$ cat src/hdl/rbsd_pkg.sv
package rbsd_pkg;

	localparam int MAX_DIM_DEF = 1024;
	localparam int RES_CAP     = 64;

	// result kinds
	localparam logic [1:0] KIND_SPAN  = 2'd0;
	localparam logic [1:0] KIND_PIXEL = 2'd1;
	localparam logic [1:0] KIND_END   = 2'd2;

	// register indexes
	localparam logic [2:0] CFG_WIDTH    = 3'd0;
	localparam logic [2:0] CFG_HEIGHT   = 3'd1;
	localparam logic [2:0] CFG_CLIP_L   = 3'd2;
	localparam logic [2:0] CFG_CLIP_R   = 3'd3;
	localparam logic [2:0] CFG_CLIP_T   = 3'd4;
	localparam logic [2:0] CFG_CLIP_B   = 3'd5;
	localparam logic [2:0] CFG_MODE     = 3'd6;
	localparam logic [2:0] CFG_GALPHA   = 3'd7;

	// stream phases
	localparam logic [1:0] PH_HEADER = 2'd0;
	localparam logic [1:0] PH_ALPHA  = 2'd1;
	localparam logic [1:0] PH_COL_HI = 2'd2;
	localparam logic [1:0] PH_COL_LO = 2'd3;

	typedef struct packed {
		logic [7:0] data_byte;
		logic       start_req;
	} item_t;

	typedef struct packed {
		logic [1:0]  kind;
		logic [9:0]  x_start;
		logic [9:0]  x_end;
		logic [9:0]  row;
		logic [15:0] color;
		logic [7:0]  alpha;
		logic        last;
		logic        done_res;
	} res_t;

	// one clipped segment of a run or one literal pixel
	typedef struct packed {
		logic        draw;
		logic        wrap;
		logic [9:0]  xs;
		logic [9:0]  xe;
		logic [12:0] left;
		logic [12:0] xi1c;
	} seg_t;

	typedef enum logic [2:0] {
		ST_IDLE,
		ST_EXEC,
		ST_RUN,
		ST_PIXEL,
		ST_FLUSH
	} state_t;

endpackage

$ cat src/hdl/rbsd_span_clip.sv
module rbsd_span_clip (
	input  logic [12:0]        xi,
	input  logic [12:0]        xi1,
	input  logic [10:0]        ew,
	input  logic signed [11:0] clip_left,
	input  logic signed [11:0] clip_right,
	input  logic               visible,
	output rbsd_pkg::seg_t     seg
);

	logic [12:0]        w13;
	logic               wrap;
	logic [12:0]        xi1c;
	logic signed [13:0] xi_s;
	logic signed [13:0] xe_cand;
	logic signed [13:0] cl_s;
	logic signed [13:0] cr_s;
	logic signed [13:0] xs_s;
	logic signed [13:0] xe_s;

	always_comb begin
		w13     = {2'b00, ew};
		wrap    = xi1 >= w13;
		xi1c    = wrap ? w13 : xi1;
		xi_s    = $signed({1'b0, xi});
		xe_cand = $signed({1'b0, xi1c}) - 14'sd1;
		cl_s    = {{2{clip_left[11]}}, clip_left};
		cr_s    = {{2{clip_right[11]}}, clip_right};
		xs_s    = (xi_s > cl_s) ? xi_s : cl_s;
		xe_s    = (xe_cand < cr_s) ? xe_cand : cr_s;

		seg.draw = visible && (xs_s <= xe_s);
		seg.wrap = wrap;
		seg.xs   = xs_s[9:0];
		seg.xe   = xe_s[9:0];
		seg.left = xi1 - w13;
		seg.xi1c = xi1c;
	end

endmodule

$ cat src/hdl/rle16_bitmap_span_decoder.sv
// channel | handshake             | payload
// item    | item_valid/item_ready | item  (data_byte, start_req)
// res     | res_valid/res_ready   | res   (kind .. done_res)
// cfg     | cfg_valid/cfg_ready   | cfg_index, cfg_data
// a header, alpha or colour-high byte is accepted, decoded and then closed
// the colour-low byte adds a run step per row segment of a run, held while the result register is full,
// or a pixel step for a literal pixel, since a single span clip unit is stepped over the segments
// a byte that arrives after decoding has ended is accepted, passes the decode state only and gives no beat
// a full result register holds the sequencer; the next byte is taken once the last result
// has moved into the result register
// reset clears control state; there is no memory and no clearing pass
module rle16_bitmap_span_decoder #(
	parameter int MAX_DIM = rbsd_pkg::MAX_DIM_DEF
) (
	input  logic                  clk,
	input  logic                  arst_n,
	input  logic                  item_valid,
	output logic                  item_ready,
	input  rbsd_pkg::item_t       item,
	output logic                  res_valid,
	input  logic                  res_ready,
	output rbsd_pkg::res_t        res,
	input  logic                  cfg_valid,
	output logic                  cfg_ready,
	input  logic [2:0]            cfg_index,
	input  logic [11:0]           cfg_data
);

	localparam logic [12:0] MAX_D = 13'(MAX_DIM);

	// configuration
	logic [10:0]        width_q;
	logic [10:0]        height_q;
	logic signed [11:0] clip_l_q;
	logic signed [11:0] clip_r_q;
	logic signed [11:0] clip_t_q;
	logic signed [11:0] clip_b_q;
	logic [1:0]         mode_q;
	logic [7:0]         galpha_q;

	// decoder state
	rbsd_pkg::state_t state_q, state_nx;
	logic [1:0]  phase_q;
	logic [6:0]  remaining_q;
	logic        is_run_q;
	logic [11:0] column_q;
	logic [11:0] line_q;
	logic [20:0] pixels_q;
	logic [7:0]  held_alpha_q;
	logic [7:0]  color_high_q;
	logic        finished_q;
	logic [7:0]  byte_q;

	logic [12:0] xi_q;
	logic [12:0] xi1_q;
	logic [15:0] color_q;
	logic [7:0]  alpha_q;
	logic [6:0]  cnt_q;
	logic [21:0] total_q;

	logic           pend_valid_q;
	rbsd_pkg::res_t pend_q;
	logic           res_valid_q;
	rbsd_pkg::res_t res_q;

	// derived values
	logic [10:0]        ew;
	logic [10:0]        eh;
	logic signed [13:0] eh_s;
	logic signed [13:0] cb1_s;
	logic signed [13:0] rl_s;
	logic signed [13:0] line_s;
	logic signed [13:0] ct_s;
	logic               visible;
	rbsd_pkg::seg_t     seg;

	logic        out_free;
	logic        new_res;
	logic        stall_run;
	logic        push_mid;
	logic        have_item;
	logic        push_fin;

	logic [20:0] ps_hdr;
	logic [12:0] col_inc;
	logic        col_wrap;
	logic [11:0] line_pix;
	logic [6:0]  rem_dec;
	logic [15:0] alpha_prod;

	always_comb begin
		if (width_q < 11'd2) begin
			ew = 11'd2;
		end else if ({2'b00, width_q} > MAX_D) begin
			ew = 11'(MAX_DIM);
		end else begin
			ew = width_q;
		end
		if (height_q < 11'd1) begin
			eh = 11'd1;
		end else if ({2'b00, height_q} > MAX_D) begin
			eh = 11'(MAX_DIM);
		end else begin
			eh = height_q;
		end
		eh_s    = $signed({3'b000, eh});
		cb1_s   = {{2{clip_b_q[11]}}, clip_b_q} + 14'sd1;
		rl_s    = (eh_s > cb1_s) ? cb1_s : eh_s;
		line_s  = $signed({2'b00, line_q});
		ct_s    = {{2{clip_t_q[11]}}, clip_t_q};
		visible = (line_s >= ct_s) && (line_s < rl_s);

		ps_hdr     = pixels_q + 21'(byte_q[6:0]);
		col_inc    = {1'b0, column_q} + 13'd1;
		col_wrap   = col_inc >= {2'b00, ew};
		line_pix   = col_wrap ? line_q + 12'd1 : line_q;
		rem_dec    = remaining_q - 7'd1;
		alpha_prod = held_alpha_q * galpha_q;
	end

	rbsd_span_clip u_clip (
		.xi         (xi_q),
		.xi1        (xi1_q),
		.ew         (ew),
		.clip_left  (clip_l_q),
		.clip_right (clip_r_q),
		.visible    (visible),
		.seg        (seg)
	);

	// next state
	always_comb begin
		state_nx = state_q;
		case (state_q)
			rbsd_pkg::ST_IDLE: begin
				if (item_valid) state_nx = rbsd_pkg::ST_EXEC;
			end
			rbsd_pkg::ST_EXEC: begin
				if (finished_q) begin
					state_nx = rbsd_pkg::ST_IDLE;
				end else if (phase_q == rbsd_pkg::PH_COL_LO) begin
					state_nx = is_run_q ? rbsd_pkg::ST_RUN : rbsd_pkg::ST_PIXEL;
				end else begin
					state_nx = rbsd_pkg::ST_FLUSH;
				end
			end
			rbsd_pkg::ST_RUN: begin
				if (!stall_run && !seg.wrap) state_nx = rbsd_pkg::ST_FLUSH;
			end
			rbsd_pkg::ST_PIXEL: begin
				state_nx = rbsd_pkg::ST_FLUSH;
			end
			rbsd_pkg::ST_FLUSH: begin
				if (!(have_item && !out_free)) state_nx = rbsd_pkg::ST_IDLE;
			end
			default: state_nx = rbsd_pkg::ST_IDLE;
		endcase
	end

	// sequencer outputs
	always_comb begin
		item_ready = (state_q == rbsd_pkg::ST_IDLE);
		out_free   = !res_valid_q || res_ready;
		new_res    = ((state_q == rbsd_pkg::ST_RUN) || (state_q == rbsd_pkg::ST_PIXEL))
			&& seg.draw && (cnt_q < 7'(rbsd_pkg::RES_CAP));
		stall_run  = (state_q == rbsd_pkg::ST_RUN) && new_res && pend_valid_q && !out_free;
		push_mid   = (state_q == rbsd_pkg::ST_RUN) && new_res && pend_valid_q && out_free;
		have_item  = pend_valid_q || (finished_q && (cnt_q == 7'd0));
		push_fin   = (state_q == rbsd_pkg::ST_FLUSH) && have_item && out_free;
	end

	assign cfg_ready = 1'b1;
	assign res_valid = res_valid_q;
	assign res       = res_q;

	always_ff @(posedge clk or negedge arst_n) begin
		if (!arst_n) begin
			width_q  <= 11'd2;
			height_q <= 11'd1;
			clip_l_q <= 12'sd0;
			clip_r_q <= 12'sd1023;
			clip_t_q <= 12'sd0;
			clip_b_q <= 12'sd1023;
			mode_q   <= 2'd0;
			galpha_q <= 8'd255;
		end else if (cfg_valid) begin
			case (cfg_index)
				rbsd_pkg::CFG_WIDTH:  width_q  <= cfg_data[10:0];
				rbsd_pkg::CFG_HEIGHT: height_q <= cfg_data[10:0];
				rbsd_pkg::CFG_CLIP_L: clip_l_q <= cfg_data;
				rbsd_pkg::CFG_CLIP_R: clip_r_q <= cfg_data;
				rbsd_pkg::CFG_CLIP_T: clip_t_q <= cfg_data;
				rbsd_pkg::CFG_CLIP_B: clip_b_q <= cfg_data;
				rbsd_pkg::CFG_MODE:   mode_q   <= cfg_data[1:0];
				rbsd_pkg::CFG_GALPHA: galpha_q <= cfg_data[7:0];
				default: ;
			endcase
		end
	end

	// pixel count of the whole bitmap, refreshed every cycle
	always_ff @(posedge clk) begin
		total_q <= ew * eh;
	end

	always_ff @(posedge clk or negedge arst_n) begin
		if (!arst_n) begin
			state_q      <= rbsd_pkg::ST_IDLE;
			phase_q      <= rbsd_pkg::PH_HEADER;
			remaining_q  <= 7'd0;
			is_run_q     <= 1'b0;
			column_q     <= 12'd0;
			line_q       <= 12'd0;
			pixels_q     <= 21'd0;
			held_alpha_q <= 8'd0;
			color_high_q <= 8'd0;
			finished_q   <= 1'b0;
			cnt_q        <= 7'd0;
			pend_valid_q <= 1'b0;
			res_valid_q  <= 1'b0;
		end else begin
			state_q <= state_nx;
			case (state_q)
				rbsd_pkg::ST_IDLE: begin
					if (item_valid && item.start_req) begin
						phase_q      <= rbsd_pkg::PH_HEADER;
						remaining_q  <= 7'd0;
						is_run_q     <= 1'b0;
						column_q     <= 12'd0;
						line_q       <= 12'd0;
						pixels_q     <= 21'd0;
						held_alpha_q <= 8'd0;
						color_high_q <= 8'd0;
						finished_q   <= 1'b0;
					end
				end
				rbsd_pkg::ST_EXEC: begin
					cnt_q <= 7'd0;
					if (!finished_q) begin
						case (phase_q)
							rbsd_pkg::PH_HEADER: begin
								remaining_q <= byte_q[6:0];
								is_run_q    <= byte_q[7];
								pixels_q    <= ps_hdr;
								if (!byte_q[7] && (byte_q[6:0] == 7'd0)) begin
									phase_q    <= rbsd_pkg::PH_HEADER;
									finished_q <= ({1'b0, ps_hdr} >= total_q) || (line_s >= rl_s);
								end else begin
									phase_q <= mode_q[0] ? rbsd_pkg::PH_ALPHA
										: rbsd_pkg::PH_COL_HI;
								end
							end
							rbsd_pkg::PH_ALPHA: begin
								held_alpha_q <= byte_q;
								phase_q      <= rbsd_pkg::PH_COL_HI;
							end
							rbsd_pkg::PH_COL_HI: begin
								color_high_q <= byte_q;
								phase_q      <= rbsd_pkg::PH_COL_LO;
							end
							default: ;
						endcase
					end
				end
				rbsd_pkg::ST_RUN: begin
					if (!stall_run) begin
						if (new_res) begin
							pend_valid_q <= 1'b1;
							cnt_q        <= cnt_q + 7'd1;
						end
						if (seg.wrap) begin
							line_q <= line_q + 12'd1;
						end else begin
							column_q   <= seg.xi1c[11:0];
							phase_q    <= rbsd_pkg::PH_HEADER;
							finished_q <= ({1'b0, pixels_q} >= total_q) || (line_s >= rl_s);
						end
					end
				end
				rbsd_pkg::ST_PIXEL: begin
					if (new_res) begin
						pend_valid_q <= 1'b1;
						cnt_q        <= cnt_q + 7'd1;
					end
					column_q    <= col_wrap ? 12'd0 : col_inc[11:0];
					line_q      <= line_pix;
					remaining_q <= rem_dec;
					if ($signed({2'b00, line_pix}) >= rl_s) begin
						phase_q    <= rbsd_pkg::PH_HEADER;
						finished_q <= 1'b1;
					end else if (rem_dec == 7'd0) begin
						phase_q    <= rbsd_pkg::PH_HEADER;
						finished_q <= ({1'b0, pixels_q} >= total_q)
							|| ($signed({2'b00, line_pix}) >= rl_s);
					end else begin
						phase_q <= mode_q[0] ? rbsd_pkg::PH_ALPHA : rbsd_pkg::PH_COL_HI;
					end
				end
				rbsd_pkg::ST_FLUSH: begin
					if (push_fin) pend_valid_q <= 1'b0;
				end
				default: ;
			endcase

			if (push_mid || push_fin) begin
				res_valid_q <= 1'b1;
			end else if (res_ready) begin
				res_valid_q <= 1'b0;
			end
		end
	end

	// payload registers
	always_ff @(posedge clk) begin
		if (item_valid && item_ready) begin
			byte_q <= item.data_byte;
		end
		if (state_q == rbsd_pkg::ST_EXEC) begin
			color_q <= mode_q[1] ? 16'd0 : {color_high_q, byte_q};
			alpha_q <= mode_q[0] ? alpha_prod[15:8] : galpha_q;
			xi_q    <= {1'b0, column_q};
			xi1_q   <= is_run_q ? {1'b0, column_q} + 13'(remaining_q) : col_inc;
		end
		if ((state_q == rbsd_pkg::ST_RUN) && !stall_run && seg.wrap) begin
			xi_q  <= 13'd0;
			xi1_q <= seg.left;
		end
		if (new_res && !stall_run) begin
			pend_q.kind     <= (state_q == rbsd_pkg::ST_RUN) ? rbsd_pkg::KIND_SPAN
				: rbsd_pkg::KIND_PIXEL;
			pend_q.x_start  <= seg.xs;
			pend_q.x_end    <= seg.xe;
			pend_q.row      <= line_q[9:0];
			pend_q.color    <= color_q;
			pend_q.alpha    <= alpha_q;
			pend_q.last     <= 1'b0;
			pend_q.done_res <= 1'b0;
		end
		if (push_mid) begin
			res_q <= pend_q;
		end else if (push_fin) begin
			if (pend_valid_q) begin
				res_q          <= pend_q;
			end else begin
				res_q.kind     <= rbsd_pkg::KIND_END;
				res_q.x_start  <= 10'd0;
				res_q.x_end    <= 10'd0;
				res_q.row      <= 10'd0;
				res_q.color    <= 16'd0;
				res_q.alpha    <= 8'd0;
			end
			res_q.last     <= 1'b1;
			res_q.done_res <= finished_q;
		end
	end

	// the next byte is only taken with nothing left over from the previous one
	a_idle_empty: assert property (@(posedge clk) disable iff (!arst_n)
		(state_q == rbsd_pkg::ST_IDLE) |-> !pend_valid_q)
		else $error("pending result left when idle");

	a_cnt_cap: assert property (@(posedge clk) disable iff (!arst_n)
		cnt_q <= 7'(rbsd_pkg::RES_CAP))
		else $error("result count beyond cap");

	a_done_last: assert property (@(posedge clk) disable iff (!arst_n)
		(res_valid_q && res_q.done_res) |-> res_q.last)
		else $error("done beat not marked last");

	a_end_blank: assert property (@(posedge clk) disable iff (!arst_n)
		(res_valid_q && (res_q.kind == rbsd_pkg::KIND_END))
		|-> (res_q.done_res && (res_q.x_start == 10'd0) && (res_q.color == 16'd0)))
		else $error("end marker beat not blank");

	a_finish_hold: assert property (@(posedge clk) disable iff (!arst_n)
		$fell(finished_q) |-> $past(item_valid && item_ready && item.start_req))
		else $error("finished cleared without restart");

endmodule
$ cat config.mk
export PLATFORM = sky130hd
export DESIGN_NAME = rle16_bitmap_span_decoder
export DESIGN_NICKNAME = d
export VERILOG_FILES = /design/src/hdl/rbsd_pkg.sv /design/src/hdl/rbsd_span_clip.sv /design/src/hdl/rle16_bitmap_span_decoder.sv
export SDC_FILE = /design/constraint.sdc
export NUM_CORES = 1
export LEC_CHECK = 0
export BUFFER_PORTS_ARGS = -buffer_cell sky130_fd_sc_hd__buf_2
export CORE_MARGIN = 3
export CORE_UTILIZATION = 25
export DETAILED_ROUTE_END_ITERATION = 16
export GPL_ROUTABILITY_DRIVEN = 0
export HOLD_SLACK_MARGIN = 0.12
export PLACE_DENSITY_LB_ADDON = 0.1
export SETUP_SLACK_MARGIN = 0.5
export SLEW_MARGIN = 20
export SYNTH_ARGS = -nofsm -noshare
export SYNTH_HDL_FRONTEND = slang
export SYNTH_SLANG_ARGS = --single-unit
$ cat constraint.sdc
create_clock -name clk -period 15.9 [get_ports clk]
set_clock_uncertainty 0.1 [all_clocks]
set_input_delay 3.18 -clock clk [delete_from_list [all_inputs] [get_ports clk]]
set_output_delay 3.18 -clock clk [all_outputs]
set_load 0.005 [all_outputs]
## After elaboration in Yosys (flattened, before gate mapping)

Cells that the tools add are included.

- Flip-flop bits (word level): 357
- Output and inout port bits: 61
- Input bits: 29
- Word-level logic and storage cells: 240

- $lt $le $gt $ge: 17
- Multiplexer cells: 78
- Add/sub/neg operators: 9
- Multiply operators: 2
- Reductions and logical operators: 65
- Eq/ne operators: 28

Operator list:

| kind | number |
|---|---|
| $mux 58 | 2 |
| $mux 12 | 7 |
| $pmux 12 s3 | 2 |
| $mux 21 | 3 |
| $mux 56 | 1 |
| $mux 13 | 4 |
| $mux 8 | 6 |
| $ge 21x22->1 | 2 |
| $mux 11 | 4 |
| $mux 14 | 3 |
| $pmux 21 s2 | 1 |
| $pmux 7 s3 | 2 |
| $mux 7 | 5 |
| $pmux 8 s2 | 2 |
| $ge 13x14->1 | 2 |
| $ge 13x11->1 | 2 |
| $reduce_and 4->1 | 6 |
| $gt 11x11->1 const B | 2 |
| $mul 11x11->22 | 1 |
| $add 21x7->21 | 1 |
| $logic_not 7->1 | 3 |
| $logic_and 1x1->1 | 19 |
| $reduce_and 2->1 | 9 |
| $mux 1 | 17 |
| 45 further kinds | 93 |

## Logic depth before layout (Yosys ltp)

Gate-level depths: netlist (run 1).

- Depth in word-level cells: 19
- Depth in mapped cells: 39
- Gate-level depth less buffers: 35

## Modules after synthesis

A second synthesis (run 1) with hierarchy kept.

- Cells, all modules: 2,589
- Area, all modules: 25,772.2 um2

Modules (own cells, without submodules):

| module | cells an instance | seq. area each (um2) | area an instance (um2) | times used |
|---|---|---|---|---|
| rle16_bitmap_span_decoder | 2,226 | 9,566.7 | 23,181.0 | 1 |
| rbsd_span_clip | 363 | 0.0 | 2,591.2 | 1 |

## Worst setup path after synthesis (run 1)

OpenSTA, ideal clock, no wires.

- Path type: register -> register
- From: register width_q[4]
- To: register pend_q[10] (netlist bit) (enable)
- Setup time: 0.468 ns
- Path buffers: 3
- Data required time: 15.332 ns
- Period minus slack after synthesis: 10.654 ns
- Data arrival time: 10.086 ns
- Cell stages (with the launch flop): 38
- Setup slack: 5.246 ns
- Path through: dfrtp_1 nor3_1 nand4b_1 o21ai_0 and2_1 clkbuf_1 inv_1 ha_1 a211o_1 a311o_1 o211ai_2 nand3_4 buf_1 mux2i_1 ha_1 inv_1 or4b_2 xnor2_1 (+2 left out) ha_1 a21o_1 a21oi_1 o21ai_0 a21oi_1 nor2_1 a31oi_4 buf_4 mux2i_1 ha_1 and4_1 a21oi_1 o221ai_1 o31ai_1 nand3_2 o21ai_1 nand2_1 nor2_1

- Cells in the longest elaborated chain, start to end: 17
- Elaborated cells between the ends (all ways): 18
- Those cells by class: add/sub (1); order compare (5); mux (4); reduce/logical (8)

RTL lines:

| item | line | source |
|---|---|---|
| from (decl) | rle16_bitmap_span_decoder.sv:32 | `logic [10:0] width_q;` |
| from (signal assigned) | rle16_bitmap_span_decoder.sv:188 | `rbsd_pkg::CFG_WIDTH: width_q <= cfg_data[10:0];` |
| $gt 11x11->1 | rle16_bitmap_span_decoder.sv:94 | `end else if ({2'b00, width_q} > MAX_D) begin` |
| $mux 11 | rle16_bitmap_span_decoder.sv:94 |  |
| $mux 11 (*) | rle16_bitmap_span_decoder.sv:92 | `if (width_q < 11'd2) begin` |
| $ge 13x11->1 | rbsd_span_clip.sv:23 | `wrap = xi1 >= w13;` |
| $mux 13 (*) | rbsd_span_clip.sv:24 | `xi1c = wrap ? w13 : xi1;` |
| $sub 13x1->14 (*) | rbsd_span_clip.sv:26 | `xe_cand = $signed({1'b0, xi1c}) - 14'sd1;` |
| $lt 14x12->1 | rbsd_span_clip.sv:30 | `xe_s = (xe_cand < cr_s) ? xe_cand : cr_s;` |
| $mux 14 (*) | rbsd_span_clip.sv:30 |  |
| $le 14x14->1 (*) | rbsd_span_clip.sv:32 | `seg.draw = visible && (xs_s <= xe_s);` |
| $logic_and 1x1->1 (*) | rbsd_span_clip.sv:32 |  |
| $logic_and 1x1->1 (*) (2 in a row) | rle16_bitmap_span_decoder.sv:165 | `&& seg.draw && (cnt_q < 7'(rbsd_pkg::RES_CAP));` |
| $logic_and 1x1->1 (3 in a row) | rle16_bitmap_span_decoder.sv:166 | `stall_run = (state_q == rbsd_pkg::ST_RUN) && new_res && pend_valid_q && !out_free;` |
| $logic_not 1->1 | rle16_bitmap_span_decoder.sv:328 | `if (new_res && !stall_run) begin` |
| $logic_and 1x1->1 (*) | rle16_bitmap_span_decoder.sv:328 |  |
| to (decl) | rle16_bitmap_span_decoder.sv:62 | `rbsd_pkg::res_t pend_q;` |

Mark *: on every way between the ends. The rest lies on a longest branch, timed or not.
A chain may end at the register's enable or synchronous reset.

## Final worst setup path (run 1)

- From: register width_q[10]
- To: register pend_q[32] (netlist bit) (enable)

Same word-level chain as after synthesis.

==> flow_metrics.py, run 1 <==
metrics = {
    "status": {
        "status": "complete, no violations",
    },
    "global_routing": {
        "grt_usage_pct": 14.9,
        "grt_pass1_wl_mm": 124,
        "antenna_found_initial": 4,
        "grt_pass1_vias": 19486,
        "overflow": 0,
        "grt_max_degree": 62,
    },
    "worst_setup_path": {
        "crit_path_max_incr_delay_ps": 970,
        "reg2reg_to": "pend_q[32]$_DFFE_PP_",
        "crit_path_start": "width_q[10]$_DFFE_PN0P_",
        "setup.worst_path.end_class": "register",
        "r2r_start": "width_q[10]$_DFFE_PN0P_",
        "cpMostUsedCell": "ha_1",
        "crit_type": "reg -> reg",
        "crit_path_start_kind": "register",
        "required_ps": 16020,
        "critPathMaxFanout": 55,
        "cp_slowest_cell": "nor2b_1",
        "r2r_setup_slack_ps": 4780,
        "cp.arrival_ps": 11240,
        "r2r_cells": 32,
    },
    "final_layout": {
        "seq_area_mm2": 0.00957,
        "final_net_count": 3077,
        "multi_input_area_mm2": 0.0151,
        "final_cell_count_no_fill": 4065,
        "drive_gt1_share_pct": 12.6,
        "syn2layout_area_growth_pct": 13.5,
        "fillers": 10625,
        "antenna_cells": 0,
    },
    "placed_design": {
        "dp.cells": 3979,
        "place_ws_ps": 4840,
        "portBuffers": 88,
        "dpl.hpwl_mm": 61.9,
    },
    "route": {
        "drtIter0Drc": 1170,
        "wl_per_cell_um": 19.7,
        "routed_wirelength_mm": 80.1,
        "ant_nets": 0,
        "drtPass1Iterations": 5,
        "drc": 0,
        "vias": 19115,
        "viasPerCell": 4.70,
    },
    "pwr": {
        "power_leakage_uw": 0.0130,
        "power.density_mw_per_mm2": 149,
        "irDropWorstVdd_mv": 0.0828,
    },
    "hold_path": {
        "hold_depth": 0,
        "worstHoldPathType": "reg -> reg",
        "min_to": "pend_q[16]$_DFFE_PP_",
        "min-delay-start": "color_q[6]$_SDFFCE_PP0P_",
    },
    "yosys": {
        "synth_common_cells": "inv_1 (273), ha_1 (271), nand2_1 (248)",
        "yosys-top-cells-area": "edfxtp_1 (18%), ha_1 (13%), dfrtp_1 (13%)",
        "synth-edff-count": 158,
        "seq_area_frac_synth_pct": 36.7,
        "synth_seq_cells": 356,
        "netlist_instances": 2601,
        "synth_ff_type": "edfxtp_1",
        "synth.largest_area_cell": "edfxtp_1",
        "async_flop_share_pct": 46.1,
        "syn_area_per_cell_um2": 10.0,
        "yosysTopAreaCellShare_pct": 18.2,
        "yosysUniqueCellTypes": 88,
        "syn_nets": 3019,
        "synthMostInstantiatedCell": "inv_1",
        "ys_warn_count": 0,
        "syn_area_mm2": 0.0261,
    },
    "floorplan": {
        "rows": 117,
        "die_area_mm2": 0.108,
        "coreArea_mm2": 0.103,
        "start_util_pct": 25.4,
        "fp.dieH_um": 329,
        "die_width_um": 329,
        "io_pins": 90,
    },
    "timing": {
        "setup_viol": 0,
        "fmax_mhz": 90.0,
        "fin_crit_ps": 11120,
        "tightest_slew_ps": 1140,
        "hold_ws_ps": 319,
        "relSlewSlack_pct": 23.9,
        "setup_ws_ps": 4780,
        "rsz0062_at_grt": "false",
        "hold_viol_final": 0,
        "setup_tns_ps": 0,
        "maxSlewViolCount": 0,
        "finalCritPeriodShare_pct": 69.9,
    },
    "clock_tree": {
        "hold_buffers": 0,
        "clock_latency_ps": 610,
        "clockBufferDepth": 3,
        "post_cts_buffers": 0,
        "clock-sinks": 356,
        "htreeDepth": 2,
        "cts-root-buf": "clkbuf_16",
        "cts.repair.resized": 0,
        "clk_pin_slew_ps": 60,
        "numCtsBuffers": 46,
        "cts_tree": "done",
    },
    "flow_run": {
        "maxCapViolCount": 0,
    },
}
-- cells by family after synthesis --
family	synth area share (%)
other	0.0144
AOI/OAI and AO/OA	11.5
muxes	6.01
adders and majority gates	22.1
buffers and inverters	5.60
and+or+nand+nor	14.9
xor gates and xnor gates	3.26
DFF	36.7
-- metal layers --
layer,wire (µm),share of wire (%),vias to the layer above,track usage (%)
met1,37800,47,9475,21.0
met5,0,0,-,0
met4,2020,2.5,0,4.07
met2,37100,46,347,24.0
met3,3230,4.0,86,1.78
li1,-,-,9207,-
-- critical path, delay by kind of cell (launching register included) --
kind	cells	cell delay [ps]
compound gates	12	3430
simple gates	10	3330
fa+ha+maj	4	1320
buf+inv	3	990
mux	2	740
flops	1	600
xor+xnor	1	160
-- stage by stage --
stage | util (%) | instance area [µm²] | power [µW]
2_1_floorplan | - | 26100 | 2740
3_3_place_gp | 27.3 | 28000 | 3340
3_5_place_dp | 27.3 | 28000 | 3350
4_1_cts | 28.8 | 29600 | 4480
5_1_grt | 28.8 | 29600 | 4790
6_report | 28.8 | 29600 | 4410
-- placed cells by master, fill, tap and decap left out, types with 23 or more instances in the layout --
cell       synthesis  final
a21o_1            27     27
a21oi_1          101    101
and2_1           100    100
and3_1            23     23
buf_2             12     87
clkbuf_16          0     47
dfrtp_1          134    134
dfstp_2           30     30
dfxtp_1           34     34
edfxtp_1         158    158
fa_1             118    118
ha_1             271    271
inv_1            273    272
mux2_2            92     92
mux2i_1           44     44
nand2_1          248    248
nand2b_1          25     25
nand3_1           55     54
nand4_1           32     32
nor2_1           140    139
nor2b_1           44     44
nor3_1            36     35
o21ai_0          133    131
o31ai_1           25     25
xnor2_1           57     57
xor2_1            40     40
-- worst max-delay path by stage --
stage | to | slack (ps) | cells past startpoint
floorplan | pend_q[10]$_DFFE_PP_ | 5250 | 37
global placement | res[28]$_DFFE_PP_ | 5140 | 35
detailed placement | pend_q[28]$_DFFE_PP_ | 4840 | 35
CTS | pend_q[38]$_DFFE_PP_ | 4820 | 35
global route | pend_q[32]$_DFFE_PP_ | 4030 | 35
finish | pend_q[32]$_DFFE_PP_ | 4780 | 32
-- power breakdown --
group	switching [µW]	total, µW	internal [µW]
clock network	446	1090	641
logic	1210	2000	788
registers	161	1320	1160
total	1820	4410	2590
-- registers in the layout, indices dropped and copies added (netlist names), 3 cells and up --
signal        cells
res              58
pend_q           55
total_q          22
pixels_q         21
color_q          16
xi1_q            13
clip_b_q         12
clip_l_q         12
clip_r_q         12
clip_t_q         12
column_q         12
line_q           12
xi_q             12
height_q         11
width_q          11
alpha_q           8
byte_q            8
color_high_q      8
galpha_q          8
held_alpha_q      8
cnt_q             7
remaining_q       7
state_q           3
-- cell type report --
| class | instances | share of cell area (%) |
|---|---|---|
| flip-flops and latches | 356 | 32.3 |
| well taps | 1368 | 5.78 |
| repair buffers | 106 | 1.97 |
| inverters | 280 | 3.55 |
| multi-input cells | 1869 | 51.1 |
| clock buffers | 60 | 4.34 |
| clock inverters | 26 | 0.981 |
No activity file was read; power rests on OpenSTA's default activity.
==> run 2: changes to the inputs <==
==> constraint.sdc (replaced) <==
create_clock -name clk -period 10.8 [get_ports clk]
set_clock_uncertainty 0.1 [all_clocks]
set_input_delay 2.16 -clock clk [delete_from_list [all_inputs] [get_ports clk]]
set_output_delay 2.16 -clock clk [all_outputs]
set_load 0.005 [all_outputs]
==> flow_metrics.py, run 2 (synthesis results as in run 1) <==
metrics = {
    "global_routing": {
        "antenna_found_initial": 6,
        "grt_pass1_wl_mm": 125,
        "grt_pass1_vias": 19828,
        "grt_max_degree": 70,
        "grt_usage_pct": 15.0,
        "overflow": 0,
    },
    "pwr": {
        "power.density_mw_per_mm2": 219,
        "irDropWorstVdd_mv": 0.109,
        "power_leakage_uw": 0.0131,
    },
    "timing": {
        "tightest_slew_ps": 1090,
        "setup_tns_ps": 0,
        "finalCritPeriodShare_pct": 88.3,
        "setup_viol": 0,
        "rsz0062_at_grt": "false",
        "hold_viol_final": 0,
        "relSlewSlack_pct": 27.1,
        "fin_crit_ps": 9530,
        "maxSlewViolCount": 0,
        "fmax_mhz": 105,
    },
    "final_layout": {
        "fillers": 10672,
        "largest_reg_flops": 58,
        "final_net_count": 3097,
        "layout_common_cells": "inv_1 (272), ha_1 (271), nand2_1 (248)",
        "fin_util_pct": 29.0,
        "syn2layout_area_growth_pct": 14.2,
        "final_cell_count_no_fill": 4085,
        "drive_gt1_share_pct": 13.3,
        "antenna_cells": 0,
        "final_common_cell": "inv_1",
    },
    "route": {
        "ant_nets": 0,
        "drtPass1Iterations": 5,
        "routed_wirelength_mm": 80.6,
        "wl_per_cell_um": 19.7,
        "drtIter0Drc": 1122,
        "viasPerCell": 4.68,
        "drc": 0,
        "vias": 19129,
    },
    "floorplan": {
        "die_width_um": 329,
        "coreArea_mm2": 0.103,
        "rows": 117,
        "die_area_mm2": 0.108,
        "fp.dieH_um": 329,
        "io_pins": 90,
        "start_util_pct": 25.4,
    },
    "clock_tree": {
        "cts_tree": "done",
        "clockBufferDepth": 3,
        "cts-root-buf": "clkbuf_16",
        "hold_buffers": 0,
        "htreeDepth": 2,
        "clock_latency_ps": 620,
        "clock-sinks": 356,
        "numCtsBuffers": 46,
        "clk_pin_slew_ps": 60,
    },
    "worst_setup_path": {
        "critPathMaxFanout": 43,
        "setup.worst_path.end_class": "register",
        "cp_slowest_cell": "or4b_2",
        "crit_path_start_kind": "register",
        "required_ps": 10990,
        "cpLargestDelayFamily": "compound AO/OA/AOI/OAI gates",
        "crit_path_max_incr_delay_ps": 650,
        "critPathBufInv": 5,
        "crit_type": "reg -> reg",
        "cp.arrival_ps": 9720,
        "cpMostUsedCell": "ha_1",
    },
    "status": {
        "status": "complete, no violations",
    },
    "placed_design": {
        "dpl.hpwl_mm": 62.0,
        "dp.cells": 3994,
        "portBuffers": 88,
    },
    "hold_path": {
        "worstHoldPathType": "reg -> reg",
    },
    "flow_run": {
        "maxCapViolCount": 0,
    },
}
==> run 2: report_power, final <==
group	internal [µW]	switching (µW)	total [µW]
clock network	935	658	1590
logic	1200	1800	3000
registers	1700	236	1940
==> run 2: what timing repair did <==
item,4_1_cts,5_1_grt
setup endpoints to repair,43,147
gates resized for setup,0,3
hold endpoints to repair,0,0
buffers inserted,4,1
gates cloned,0,0
==> run 2: area by class of cell <==
cell class	instances	area [µm²]	area share [%]
clock buffers	60	1270	4.28
clock inverters	26	287	0.962
inverters	280	1050	3.53
multi-input cells	1869	15100	50.8
flip-flops and latches	356	9570	32.1
well taps	1368	1710	5.75
repair buffers	126	773	2.60
==> run 2: worst paths after layout <==
path                                                 from                        to  slack (ps)  cells past startpoint
worst min register to register  color_q[12]$_SDFFCE_PP0P_      pend_q[22]$_DFFE_PP_         320                      0
worst min-delay path            color_q[12]$_SDFFCE_PP0P_      pend_q[22]$_DFFE_PP_         320                      0
min in group asynchronous                          arst_n   clip_t_q[3]$_DFFE_PN0P_        1390                      1
max in group asynchronous                          arst_n  pixels_q[20]$_DFFE_PN0P_        7430                      3
worst max register to register     width_q[4]$_DFFE_PN0P_         res[30]$_DFFE_PP_        1270                     37
worst max-delay path               width_q[4]$_DFFE_PN0P_         res[30]$_DFFE_PP_        1270                     37
==> run 2: per-layer routing <==
layer | vias to the layer above | part of all wire (%) | GRT usage [%]
li1 | 9257 | - | -
met1 | 9389 | 47 | 20.8
met2 | 379 | 46 | 24.2
met3 | 104 | 3.8 | 1.91
met4 | 0 | 3.3 | 4.66
met5 | - | 0 | 0
==> run 2: per-stage QoR <==
| stage | setup WS, ps | area (µm²) | hold WS, ps | power [µW] |
|---|---|---|---|---|
| after floorplan | 606 | 26100 | 300 | 4030 |
| after global placement | 737 | 28100 | 308 | 4940 |
| after detailed placement | 396 | 28100 | 305 | 4960 |
| after CTS | 735 | 29700 | 318 | 6660 |
| after global routing | 583 | 29800 | 321 | 7100 |
| final | 1270 | 29800 | 318 | 6530 |
